==> src/rtl/core/tlbse_pkg.sv <==
// Package: shared types and constants for the TLB shootdown epoch tracker.
`default_nettype none

package tlbse_pkg;

    localparam int TYPE_W  = 2;
    localparam int CORE_W  = 4;
    localparam int ROOT_W  = 64;
    localparam int COUNT_W = 5;
    localparam int PHASE_W = 2;

    localparam int MAX_CORES_DEF = 16;

    typedef logic [TYPE_W-1:0]  req_type_t;
    typedef logic [CORE_W-1:0]  core_id_t;
    typedef logic [ROOT_W-1:0]  root_t;
    typedef logic [COUNT_W-1:0] count_t;
    typedef logic [PHASE_W-1:0] core_phase_t;

    localparam req_type_t REQ_ROOT_SWITCH = 2'd0;
    localparam req_type_t REQ_IDLE_ENTER  = 2'd1;
    localparam req_type_t REQ_IDLE_EXIT   = 2'd2;
    localparam req_type_t REQ_INVALIDATE  = 2'd3;

    localparam core_phase_t PHASE_IDLE  = 2'd2;
    localparam count_t      COUNT_MAX   = 5'd31;
    localparam count_t      CORE_COUNT_RST = 5'd16;

endpackage

`default_nettype wire

==> src/rtl/core/tlb_shootdown_epoch_tracker_core.sv <==
// Top level: TLB shootdown epoch tracker with input and result registers.
//
//   channel | ports                                              | dir
//   --------+----------------------------------------------------+-----
//   input   | s_valid s_ready s_req_type s_core_id s_old_root    | in
//           | s_new_root                                         |
//   result  | m_valid m_ready m_load_root m_root_value           | out
//           | m_acknowledged m_epoch_done m_request_accepted     |
//   config  | cfg_valid cfg_ready cfg_core_count                 | in
//
// An item's result is offered on m_valid after it passes the input register and then the
// result register, and one item is accepted every cycle while the result is not stalled;
// the per-core phase table and the counters are read and modified combinationally between
// the registers and written as the item moves into the result register.
// Reset clears the phase table to acknowledged-in-phase-0 at once; no clearing pass.
// A stalled result holds the result register; the input register then fills and
// s_ready drops until m_ready returns.
`default_nettype none

module tlb_shootdown_epoch_tracker_core #(
    parameter int MAX_CORES = tlbse_pkg::MAX_CORES_DEF
) (
    input  wire                      aclk,
    input  wire                      aresetn,

    input  wire                      s_valid,
    output logic                     s_ready,
    input  tlbse_pkg::req_type_t     s_req_type,
    input  tlbse_pkg::core_id_t      s_core_id,
    input  tlbse_pkg::root_t         s_old_root,
    input  tlbse_pkg::root_t         s_new_root,

    output logic                     m_valid,
    input  wire                      m_ready,
    output logic                     m_load_root,
    output tlbse_pkg::root_t         m_root_value,
    output logic                     m_acknowledged,
    output logic                     m_epoch_done,
    output logic                     m_request_accepted,

    input  wire                      cfg_valid,
    output logic                     cfg_ready,
    input  tlbse_pkg::count_t        cfg_core_count
);
    import tlbse_pkg::*;

    // core_id is 4 bits, so only the first 16 entries can ever be addressed
    localparam int ID_SPAN   = 1 << CORE_W;
    localparam int TBL_DEPTH = (MAX_CORES < ID_SPAN) ? MAX_CORES : ID_SPAN;
    localparam int CAP_INT   = (MAX_CORES < 31) ? MAX_CORES : 31;
    localparam count_t CORE_CAP = count_t'(CAP_INT);

    // input register
    logic        in_valid_reg;
    req_type_t   in_type_reg;
    core_id_t    in_core_reg;
    root_t       in_old_reg;
    root_t       in_new_reg;

    // state
    logic        phase_bit_reg;
    core_phase_t core_phase_reg [TBL_DEPTH];
    count_t      owing_count_reg, owing_count_next;
    count_t      idle_count_reg, idle_count_next;
    logic        epoch_pending_reg, epoch_pending_next;
    logic        phase_bit_next;
    count_t      core_count_reg;

    // result register
    logic        out_valid_reg;
    logic        out_load_reg;
    root_t       out_root_reg;
    logic        out_ack_reg;
    logic        out_done_reg;
    logic        out_acc_reg;

    logic        advance;
    logic        in_tbl;
    core_phase_t rd_phase;
    logic        eff_phase;
    count_t      cc_clip;
    count_t      n_load;
    count_t      owing_base;
    count_t      owing_dec;
    logic        ack_allowed;
    logic        ack_c;
    logic        done_c;
    logic        acc_c;
    logic        load_c;
    root_t       root_c;
    logic        tbl_we;
    core_phase_t tbl_wdata;

    assign advance   = in_valid_reg && (!out_valid_reg || m_ready);
    assign s_ready   = !in_valid_reg || advance;
    assign cfg_ready = 1'b1;

    // table read: one entry selected by the item's core
    always_comb begin
        rd_phase = PHASE_IDLE;
        in_tbl   = 1'b0;
        for (int i = 0; i < TBL_DEPTH; i++) begin
            if (in_core_reg == core_id_t'(i)) begin
                rd_phase = core_phase_reg[i];
                in_tbl   = 1'b1;
            end
        end
    end

    always_comb begin
        acc_c      = (in_type_reg == REQ_INVALIDATE) && !epoch_pending_reg;
        // a request acks against the flipped phase
        eff_phase  = (in_type_reg == REQ_INVALIDATE) ? ~phase_bit_reg : phase_bit_reg;
        cc_clip    = (core_count_reg > CORE_CAP) ? CORE_CAP : core_count_reg;
        n_load     = (cc_clip > idle_count_reg) ? cc_clip - idle_count_reg : '0;
        owing_base = acc_c ? n_load : owing_count_reg;
        owing_dec  = (owing_base == '0) ? '0 : owing_base - 5'd1;

        ack_allowed = (in_type_reg == REQ_ROOT_SWITCH) || (in_type_reg == REQ_IDLE_ENTER)
                      || acc_c;
        ack_c  = ack_allowed && in_tbl && (rd_phase == {1'b0, eff_phase});
        done_c = ack_c && (owing_dec == '0);

        load_c = (in_type_reg == REQ_ROOT_SWITCH) && (ack_c || (in_old_reg != in_new_reg));
        root_c = (in_type_reg == REQ_ROOT_SWITCH) ? in_new_reg : '0;

        phase_bit_next     = acc_c ? ~phase_bit_reg : phase_bit_reg;
        owing_count_next   = ack_c ? owing_dec : owing_base;
        epoch_pending_next = done_c ? 1'b0 : (epoch_pending_reg || acc_c);
        idle_count_next    = idle_count_reg;
        tbl_we             = ack_c;
        tbl_wdata          = {1'b0, ~eff_phase};

        case (in_type_reg)
            REQ_IDLE_ENTER: begin
                if (idle_count_reg < COUNT_MAX) idle_count_next = idle_count_reg + 5'd1;
                tbl_we    = 1'b1;
                tbl_wdata = PHASE_IDLE;
            end
            REQ_IDLE_EXIT: begin
                if (idle_count_reg != '0) idle_count_next = idle_count_reg - 5'd1;
                tbl_we    = 1'b1;
                tbl_wdata = {1'b0, ~phase_bit_reg};
            end
            default: ;
        endcase
    end

    always_ff @(posedge aclk) begin
        if (!aresetn) begin
            in_valid_reg      <= 1'b0;
            out_valid_reg     <= 1'b0;
            phase_bit_reg     <= 1'b0;
            owing_count_reg   <= '0;
            idle_count_reg    <= '0;
            epoch_pending_reg <= 1'b0;
            core_count_reg    <= CORE_COUNT_RST;
            for (int i = 0; i < TBL_DEPTH; i++) begin
                core_phase_reg[i] <= 2'd1;
            end
        end else begin
            if (cfg_valid && cfg_ready) core_count_reg <= cfg_core_count;

            if (s_valid && s_ready) begin
                in_valid_reg <= 1'b1;
            end else if (advance) begin
                in_valid_reg <= 1'b0;
            end

            if (advance) begin
                out_valid_reg <= 1'b1;
            end else if (m_ready) begin
                out_valid_reg <= 1'b0;
            end

            if (advance) begin
                phase_bit_reg     <= phase_bit_next;
                owing_count_reg   <= owing_count_next;
                idle_count_reg    <= idle_count_next;
                epoch_pending_reg <= epoch_pending_next;
                for (int i = 0; i < TBL_DEPTH; i++) begin
                    if (tbl_we && in_core_reg == core_id_t'(i)) core_phase_reg[i] <= tbl_wdata;
                end
            end
        end
    end

    // payload registers
    always_ff @(posedge aclk) begin
        if (s_valid && s_ready) begin
            in_type_reg <= s_req_type;
            in_core_reg <= s_core_id;
            in_old_reg  <= s_old_root;
            in_new_reg  <= s_new_root;
        end
        if (advance) begin
            out_load_reg <= load_c;
            out_root_reg <= root_c;
            out_ack_reg  <= ack_c;
            out_done_reg <= done_c;
            out_acc_reg  <= acc_c;
        end
    end

    assign m_valid            = out_valid_reg;
    assign m_load_root        = out_load_reg;
    assign m_root_value       = out_root_reg;
    assign m_acknowledged     = out_ack_reg;
    assign m_epoch_done       = out_done_reg;
    assign m_request_accepted = out_acc_reg;

    a_owing_cap: assert property (@(posedge aclk) disable iff (!aresetn)
        owing_count_reg <= CORE_CAP)
        else $error("owing count above core cap");

    a_idle_no_owing: assert property (@(posedge aclk) disable iff (!aresetn)
        !epoch_pending_reg |-> owing_count_reg == '0)
        else $error("cores owing with no epoch pending");

    a_done_acked: assert property (@(posedge aclk) disable iff (!aresetn)
        out_valid_reg && out_done_reg |-> out_ack_reg)
        else $error("epoch done without acknowledgement");

    a_accept_pends: assert property (@(posedge aclk) disable iff (!aresetn)
        advance && acc_c && !done_c |=> epoch_pending_reg)
        else $error("accepted request left no epoch pending");

    a_repeat_ignored: assert property (@(posedge aclk) disable iff (!aresetn)
        advance && (in_type_reg == REQ_INVALIDATE) && epoch_pending_reg
        |=> $stable(phase_bit_reg) && $stable(owing_count_reg))
        else $error("repeated request changed epoch state");

endmodule

`default_nettype wire
==> config.mk <==
export PLATFORM = sky130hd
export DESIGN_NAME = tlb_shootdown_epoch_tracker_core
export DESIGN_NICKNAME = d
export VERILOG_FILES = /design/src/rtl/core/tlbse_pkg.sv /design/src/rtl/core/tlb_shootdown_epoch_tracker_core.sv
export SDC_FILE = /design/constraint.sdc
export NUM_CORES = 1
export LEC_CHECK = 0
export ABC_CLOCK_PERIOD_IN_PS = 4600
export BUFFER_PORTS_ARGS = -buffer_cell sky130_fd_sc_hd__buf_4
export CORE_MARGIN = 5
export CORE_UTILIZATION = 49
export CTS_CLUSTER_SIZE = 14
export DETAILED_ROUTE_END_ITERATION = 8
export PLACE_DENSITY = 0.72
export SLEW_MARGIN = 15
export SYNTH_ARGS = -nofsm -noshare
export SYNTH_HDL_FRONTEND = slang
export SYNTH_SLANG_ARGS = --single-unit
export TNS_END_PERCENT = 100
==> constraint.sdc <==
create_clock -name aclk -period 4.6 [get_ports aclk]
set_input_delay 0.92 -clock aclk [delete_from_list [all_inputs] [get_ports aclk]]
set_output_delay 0.92 -clock aclk [all_outputs]
set_load 0.05 [all_outputs]
==> results of run 1 <==
[power groups by stage]
| stage | Combinational (mW) | Clock [mW] | Sequential, mW |
|---|---|---|---|
| 2_1_floorplan | 0.274 | 0 | 2.86 |
| 3_3_place_gp | 0.577 | 0 | 2.77 |
| 3_5_place_dp | 0.585 | 0 | 2.77 |
| 4_1_cts | 0.587 | 2.03 | 2.72 |
| 5_1_grt | 0.627 | 2.12 | 2.73 |
| 6_report | 0.581 | 1.98 | 2.72 |
[worst paths after layout]
kind,startpoint,to,cells after the start
hold / removal,owing_count_reg[4],owing_count_reg[4],2
hold reg to reg,owing_count_reg[4],owing_count_reg[4],2
setup reg to reg,in_core_reg[1],core_phase_reg[0][14],6
setup / recovery,in_core_reg[1],core_phase_reg[0][14],6
[metrics by stage]
step                hold slack, ns  utilization  cell area (µm²)  setup slack, ns
global route                 0.525        0.625            13100            0.783
global placement             0.493        0.587            12300             1.24
finish                       0.507        0.625            13100             1.03
floorplan                    0.458            -            10500            0.750
detailed placement           0.496        0.587            12300             1.09
CTS                          0.505        0.625            13100             1.07
[routing by layer]
| metal | GRT usage | wire length [µm] | share of wire |
|---|---|---|---|
| met5 | 0 | 0 | 0 |
| met4 | 0.0384 | 450 | 0.020 |
| met3 | 0.0702 | 2300 | 0.10 |
| met2 | 0.298 | 10900 | 0.49 |
| met1 | 0.227 | 8670 | 0.39 |
[kinds of logic (layout without fill, tap and decap cells)]
logic type      after synthesis  after routing  share of synthesized area
simple gates                208            208                      0.115
buf+inv                      46            283                     0.0204
flops                       253            253                      0.706
mux                          18             18                     0.0212
fa+ha+maj                    15             15                     0.0193
compound gates               86             86                     0.0571
other cells                   1              1                   0.000357
xor+xnor                     73             73                     0.0609
[critical path, delay by kind of cell (launching register included)]
family | cells | cell delay, ns
mux | 2 | 0.88
simple gates | 1 | 0.11
compound gates | 3 | 1.36
flops | 1 | 0.90
[layout by cell type, fill, tap and decap left out, types with 5 or more instances in the layout]
cell	synthesis	layout
nor2_1	9	9
or3_1	11	11
o21ai_0	18	18
nand4_1	21	21
and2_1	72	71
edfxtp_1	234	234
ha_1	13	12
clkbuf_16	0	27
nand3_1	7	7
nor3_1	15	15
buf_4	4	216
nand2_1	32	32
inv_1	16	16
nor2b_1	15	15
clkinv_1	1	7
clkinv_2	0	7
xnor2_1	70	70
a21oi_1	14	14
mux2i_1	11	11
a31oi_1	6	6
a21o_1	5	5
clkbuf_1	18	6
dfxtp_1	19	19
[cell type report]
type                       count  area, µm²  share of cell area
timing repair buffer         217       1640               0.125
clock inverter                16        115             0.00876
sequential                   253       7410               0.563
tap                          275        344              0.0262
multi-input combinational    401       2880               0.219
clock buffer                  33        698              0.0531
inverter                      17       65.1             0.00495
==> metrics.md, run 1 <==
| Metric | Value |
|---|---|
| Total wire length | 22300 µm |
| Post-CTS sizing | 0 |
| Buffers on Ports | 213 |
| Ys flop type | edfxtp_1 |
| First-pass iteration count of the detailed router | 5 |
| Clock group share of total power | 0.375 |
| Initial cell density of the core | 0.499 |
| Tot GR Track Use | 0.180 |
| Leakage power | 4.88 nW |
| Status | finished clean |
| Share of layout cells above drive strength 1 | 0.284 |
| Kind of critical path | reg2reg |
| Tcrit/Tclk final | 0.776 |
| IO Pins | 215 |
| Pwr Total | 5.29 mW |
| Number of global-route vias before repair | 6412 |
| Cell-by-cell trace of the critical path | mux2_1 -> mux4_2 -> o31ai_2 -> nor2_4 -> a21oi_4 -> o21ai_0 |
| Sw frac | 0.237 |
| Synth area leader | edfxtp_1 |
| Fill count | 1586 |
| Critical Path Source Type | register |
| Post-Syn Nets | 859 |
| Most frequent cells after synthesis | 234 x edfxtp_1, 72 x and2_1, 70 x xnor2_1, 32 x nand2_1, 21 x nand4_1 |
| DIE AREA | 24400 µm² |
| DR iter-0 viols | 337 |
| CTS H-Tree Depth | 1 |
| Yosys reg bits | 253 |
| Top-area cell type share of the netlist area | 0.670 |
| Initial antenna violation count | 0 |
| DRC Markers | 0 |
| Sequential power share | 0.515 |
| Largest net degree at the start of global routing | 76 |
| Chip width | 156 µm |
| Fin nets | 1076 |
| Register-to-register path setup slack | 1.03 ns |
| Post-Syn Instances | 700 |
| First-pass GRT wire length | 34300 µm |
| HPWL after DPL | 15900 µm |
| Max incr delay on CP | 0.90 ns |
| Cell Count Post-Placement | 1163 |
| Tmin final | 3.57 ns |
| Pwr/cell area | 402 nW/µm² |
| Number of flops mapped to enable cells by yosys | 234 |
| RSZ-0062 raised after global routing | false |
| Clk pin slew, worst setup/hold paths | 0.06 ns |
| Most numerous cell in the Yosys netlist | edfxtp_1 |
| WL per Instance | 18.4 µm |
| Crit. End Element | register |
| Least-Margin Pin Slew | 0.859 ns |
| Non-filler cells, final | 1212 |
| CP required | 4.83 ns |
| Root Buffer | clkbuf_16 |
| Max cap viols | 0 |
| Hold Vio Cnt, Final | 0 |
| CTS tree | done |
| Routed Antenna Nets | 0 |
| DR vias/cell | 5.16 |
| Core Region | 21000 µm² |
| CTS Buf Count | 27 |
| Avg Inst Size Synth | 15.0 µm² |
| Ant. Diodes | 0 |
| Site Rows | 53 |
| Clk sink count | 253 |
| Skew-Pair Late Insertion Delay | 0.54 ns |
| Via Count | 6251 |
| Fmax | 280 MHz |
| Total gr overflow | 0 |
| Placer Congestion | 0.831 |
| Sequential area share after synthesis | 0.706 |
| Gate power share | 0.110 |
| Arrival @ worst endpoint | 3.80 ns |
| P_int | 4.03 mW |
| Fin Clk Skew | 0.0165 ns |
| Setup TNS | 0 ns |
| Cell at the slowest stage of the critical path | edfxtp_1 |
| Yosys Warn Count | 0 |
| Area of the mapped netlist | 10500 µm² |
| Hold WC Path Type | reg2reg |
| Slew margin rel. | 0.428 |
| Clock tree buffer depth | 3 |
| Peak supply drop | 0.298 mV |
| Sw Pwr | 1.25 mW |
| Crit path max fanout | 36 |
| Synth top area cells | edfxtp_1 67%, xnor2_1 5.8%, and2_1 4.3% |
| Final setup viols | 0 |
| Hold Buf Count CTS | 0 |
| Ys async rst share | 0 |
| Die Y | 156 µm |
| Post-CTS setup buffers | 0 |
| Area Growth Syn to Fin | 25.3% |
| Final Slew Violations | 0 |
| Yosys cell types | 66 |
No activity file was read; power rests on OpenSTA's default activity.
==> run 2, diff against run 1 <==
--- a/config.mk
+++ b/config.mk
@@ -5,13 +5,14 @@
 export SDC_FILE = /design/constraint.sdc
 export NUM_CORES = 1
 export LEC_CHECK = 0
-export ABC_CLOCK_PERIOD_IN_PS = 4600
+export ABC_AREA = 1
+export ABC_CLOCK_PERIOD_IN_PS = 3600
 export BUFFER_PORTS_ARGS = -buffer_cell sky130_fd_sc_hd__buf_4
 export CORE_MARGIN = 5
 export CORE_UTILIZATION = 49
 export CTS_CLUSTER_SIZE = 14
 export DETAILED_ROUTE_END_ITERATION = 8
-export PLACE_DENSITY = 0.72
+export PLACE_DENSITY = 0.7
 export SLEW_MARGIN = 15
 export SYNTH_ARGS = -nofsm -noshare
 export SYNTH_HDL_FRONTEND = slang
==> constraint.sdc (replaced) <==
create_clock -name aclk -period 3.6 [get_ports aclk]
set_input_delay 0.72 -clock aclk [delete_from_list [all_inputs] [get_ports aclk]]
set_output_delay 0.72 -clock aclk [all_outputs]
set_load 0.05 [all_outputs]
==> run 2 against run 1 <==
Effect of this change: synthesized cell count rose by 23%; utilization rose by 1.2 points; cell count rose by 15%; largest power group unchanged; clock power rose by 42%; first-iteration DRC count fell by 7.4%.
==> metrics.md, run 2 <==
| Metric | Value |
|---|---|
| Status | finished clean |
| Least-Margin Pin Slew | 0.754 ns (-0.105 ns) |
| Via Count | 6746 (+7.9%) |
| Sw Pwr | 1.68 mW (+34%) |
| Sequential power share | 0.491 (-0.024) |
| Number of global-route vias before repair | 7008 (+9.3%) |
| Max cap viols | 0 (unchanged) |
| CTS Buf Count | 27 (unchanged) |
| Endpoint of the worst hold path | in_old_reg[56] |
| Worst path most repeated cell | nand2_1 |
| Slew margin rel. | 0.497 (+0.0697) |
| Hold path depth | 1 (-1) |
| DRC Markers | 0 (unchanged) |
| Area of placed instances | 12500 µm² (+1.0%) |
| P_int | 5.38 mW (+34%) |
| Clock tree buffer depth | 3 (unchanged) |
| Skew-Pair Late Insertion Delay | 0.54 ns (about the same) |
| Min-delay src | s_old_root[56] |
| Area of the mapped netlist | 10500 µm² (unchanged) |
| Leakage power | 5.71 nW (+17%) |
| HPWL after DPL | 16500 µm (+3.8%) |
| Critical R2R Launch | core_count_reg[0] |
| First-pass GRT wire length | 35600 µm (+3.7%) |
| Synth area leader | edfxtp_1 |
| Pwr Total | 7.06 mW (+34%) |
| Synth top area cells | edfxtp_1 67%, nand2_1 6.0%, inv_1 4.9% |
| Cell-by-cell trace of the critical path | o41ai_2 -> inv_1 -> nor2_1 -> ha_1 -> nand3_1 -> nand2_1 -> nand2_1 -> inv_1 -> nor2_1 -> o21bai_1 -> nand2_1 -> o21ai_0 -> inv_1 -> ha_1 -> nand2_1 -> nor2_1 -> nand2_1 -> nand2_1 -> nand4_1 -> nor2_1 -> nand2_1 -> inv_1 -> a21oi_1 |
| Initial antenna violation count | 1 (+1) |
| CP delay by family, top | simple AND/OR/NAND/NOR gates |
| Fin Clk Skew | 0.00993 ns (-0.00658 ns) |
| Ys async rst share | 0 (unchanged) |
| Total gr overflow | 0 (unchanged) |
| Most frequent cells in the layout | 234 x edfxtp_1, 217 x buf_4, 168 x nand2_1 |
| Top-area cell type share of the netlist area | 0.670 (unchanged) |
| Sw frac | 0.238 (+0.000373) |
| Placer Congestion | 0.824 (-0.87%) |
| Buffers on Ports | 213 (unchanged) |
| Tot GR Track Use | 0.185 (+0.00525) |
| Share of layout cells above drive strength 1 | 0.269 (-0.0147) |
| Peak supply drop | 0.609 mV (+100%) |
| DR iter-0 viols | 312 (-7.4%) |
| Chip width | 156 µm (unchanged) |
| First-pass iteration count of the detailed router | 5 (unchanged) |
| CTS tree | done |
| Total wire length | 22900 µm (+2.6%) |
| Crit path max fanout | 5 (-86%) |
| Ys flop type | edfxtp_1 |
| CTS H-Tree Depth | 1 (unchanged) |
| Hold Vio Cnt, Final | 0 (unchanged) |
| DR vias/cell | 4.84 (-6.2%) |
| WP buf/inv | 4 (+4) |
| Max incr delay on CP | 0.37 ns (-0.53 ns) |
| Arrival @ worst endpoint | 3.63 ns (-0.17 ns) |
| Initial cell density of the core | 0.499 (unchanged) |
| Clk pin slew, worst setup/hold paths | 0.06 ns (about the same) |
| CP required | 4.01 ns (-0.82 ns) |
| Site Rows | 53 (unchanged) |
| Gate power share | 0.111 (about the same) |
| Largest net degree at the start of global routing | 66 (-13%) |
| Crit. End Element | register |
| Hold WC Path Type | in2reg |
| Register-to-register path setup slack | 0.39 ns (-0.64 ns) |
| Most common cell after layout, fill and taps aside | edfxtp_1 |
| Post-CTS setup buffers | 0 (unchanged) |
| Yosys cell types | 41 (-38%) |
| Fmax | 311 MHz (+11%) |
| Clock group share of total power | 0.398 (+0.023) |
| WL per Instance | 16.4 µm (-11%) |
| Yosys reg bits | 253 (unchanged) |
| DIE AREA | 24400 µm² (unchanged) |
| Fin util | 0.637 (+0.0118) |
| Most frequent cells after synthesis | 234 x edfxtp_1, 168 x nand2_1, 137 x inv_1, 47 x nor2_1, 47 x xnor2_1 |
| Most numerous cell in the Yosys netlist | edfxtp_1 |
| Kind of critical path | reg2reg |
| Final setup viols | 0 (unchanged) |
| Critical Path Source Type | register |
| Final Slew Violations | 0 (unchanged) |
| Post-Syn Instances | 863 (+23%) |
| Post-Syn Nets | 1022 (+19%) |
| Reg2reg end | epoch_pending_reg |
| Tcrit/Tclk final | 0.892 (+0.116) |
| Root Buffer | clkbuf_16 |
| RSZ-0062 raised after global routing | false |
| IO Pins | 215 (unchanged) |
| Number of flops mapped to enable cells by yosys | 234 (unchanged) |
| Clk sink count | 253 (unchanged) |
| Core Region | 21000 µm² (unchanged) |
| Tmin final | 3.21 ns (-0.358 ns) |
| Setup TNS | 0 ns (unchanged) |
| Die Y | 156 µm (unchanged) |
| Worst Reg-to-Reg Cells | 23 (+17) |
| Avg Inst Size Synth | 12.2 µm² (-19%) |
| Routed Antenna Nets | 0 (unchanged) |
| Sequential area share after synthesis | 0.706 (unchanged) |
| Area Growth Syn to Fin | 27.7% |
| Pwr/cell area | 527 nW/µm² (+31%) |
| Cell at the slowest stage of the critical path | o41ai_2 |
| Yosys Warn Count | 0 (unchanged) |
| Fin area | 13400 µm² (+1.9%) |
| Hold Buf Count CTS | 0 (unchanged) |
| Worst hold slack | 0.356 ns (-0.151 ns) |
| Fin nets | 1256 (+17%) |
-- run 2: cell count changes after synthesis, sizes merged, moves of 12 or more --
| cell | change |
|---|---|
| inv | +128 |
| nand2 | +139 |
| nand3 | +31 |
| xnor2 | -23 |
| nor2b | -15 |
| and2 | -73 |
| or2 | +12 |
| nor2 | +46 |
-- run 2: layer usage --
layer,global-route usage,part of all wire
met3,0.0686,0.095
met5,0,0
met1,0.215,0.37
met4,0.0483,0.021
met2,0.326,0.51
-- run 2: how the worst max path moves through the flow --
stage / start / end / cells after the start
after floorplan: m_ready / in_core_reg[0] / 4
after global placement: core_count_reg[0] / epoch_pending_reg / 23
after detailed placement: core_count_reg[0] / epoch_pending_reg / 23
after CTS: core_count_reg[0] / epoch_pending_reg / 23
after global routing: core_count_reg[0] / epoch_pending_reg / 23
final: core_count_reg[0] / epoch_pending_reg / 23
-- run 2: worst register-to-register path: stages (launching register included) --
cell	delay, ns
dfxtp_1	0.33
o41ai_2	0.37
inv_1	0.11
nor2_1	0.21
ha_1	0.28
nand3_1	0.09
nand2_1	0.07
nand2_1	0.06
inv_1	0.05
nor2_1	0.09
o21bai_1	0.09
nand2_1	0.10
o21ai_0	0.08
inv_1	0.14
ha_1	0.21
nand2_1	0.06
nor2_1	0.16
nand2_1	0.13
nand2_1	0.11
nand4_1	0.10
nor2_1	0.10
nand2_1	0.05
inv_1	0.06
a21oi_1	0.05
-- run 2: logic make-up after synthesis --
logic type / Yosys count / share of synthesized area
DFF: 253 / 0.706
adders and majority gates: 15 / 0.0193
other: 1 / 0.000357
and+or+nand+nor: 321 / 0.139
AOI/OAI and AO/OA: 56 / 0.0291
xor gates and xnor gates: 57 / 0.0476
buffers and inverters: 160 / 0.0589
-- run 2: repair_timing --
item | CTS | global route
endpoints found under the setup margin | 0 | 2
endpoints found under the hold margin | 0 | 0
resized for setup | 0 | 1
-- run 2: power groups by stage --
stage	Sequential [mW]	Combinational [mW]	Clock [mW]
final	3.47	0.782	2.81
after global routing	3.49	0.855	3.01
after CTS	3.47	0.789	2.87
after detailed placement	3.53	0.785	0
after global placement	3.53	0.771	0
after floorplan	3.66	0.349	0
-- run 2: cell type report --
class / count / area (µm²)
diodes: 1 / 2.50
multi-input cells: 450 / 2490
clock inverters: 17 / 176
well taps: 275 / 344
flip-flops and latches: 253 / 7410
inverters: 146 / 559
repair buffers: 219 / 1670
fillers: 1581 / 7630
clock buffers: 33 / 748
-- run 2: through the flow --
step | setup WS (ns) | instances
finish | 0.387 | 1394
detailed placement | 0.362 | 1343
global route | 0.0466 | 1394
CTS | 0.350 | 1393
floorplan | 0.0373 | 863
global placement | 0.456 | 1343
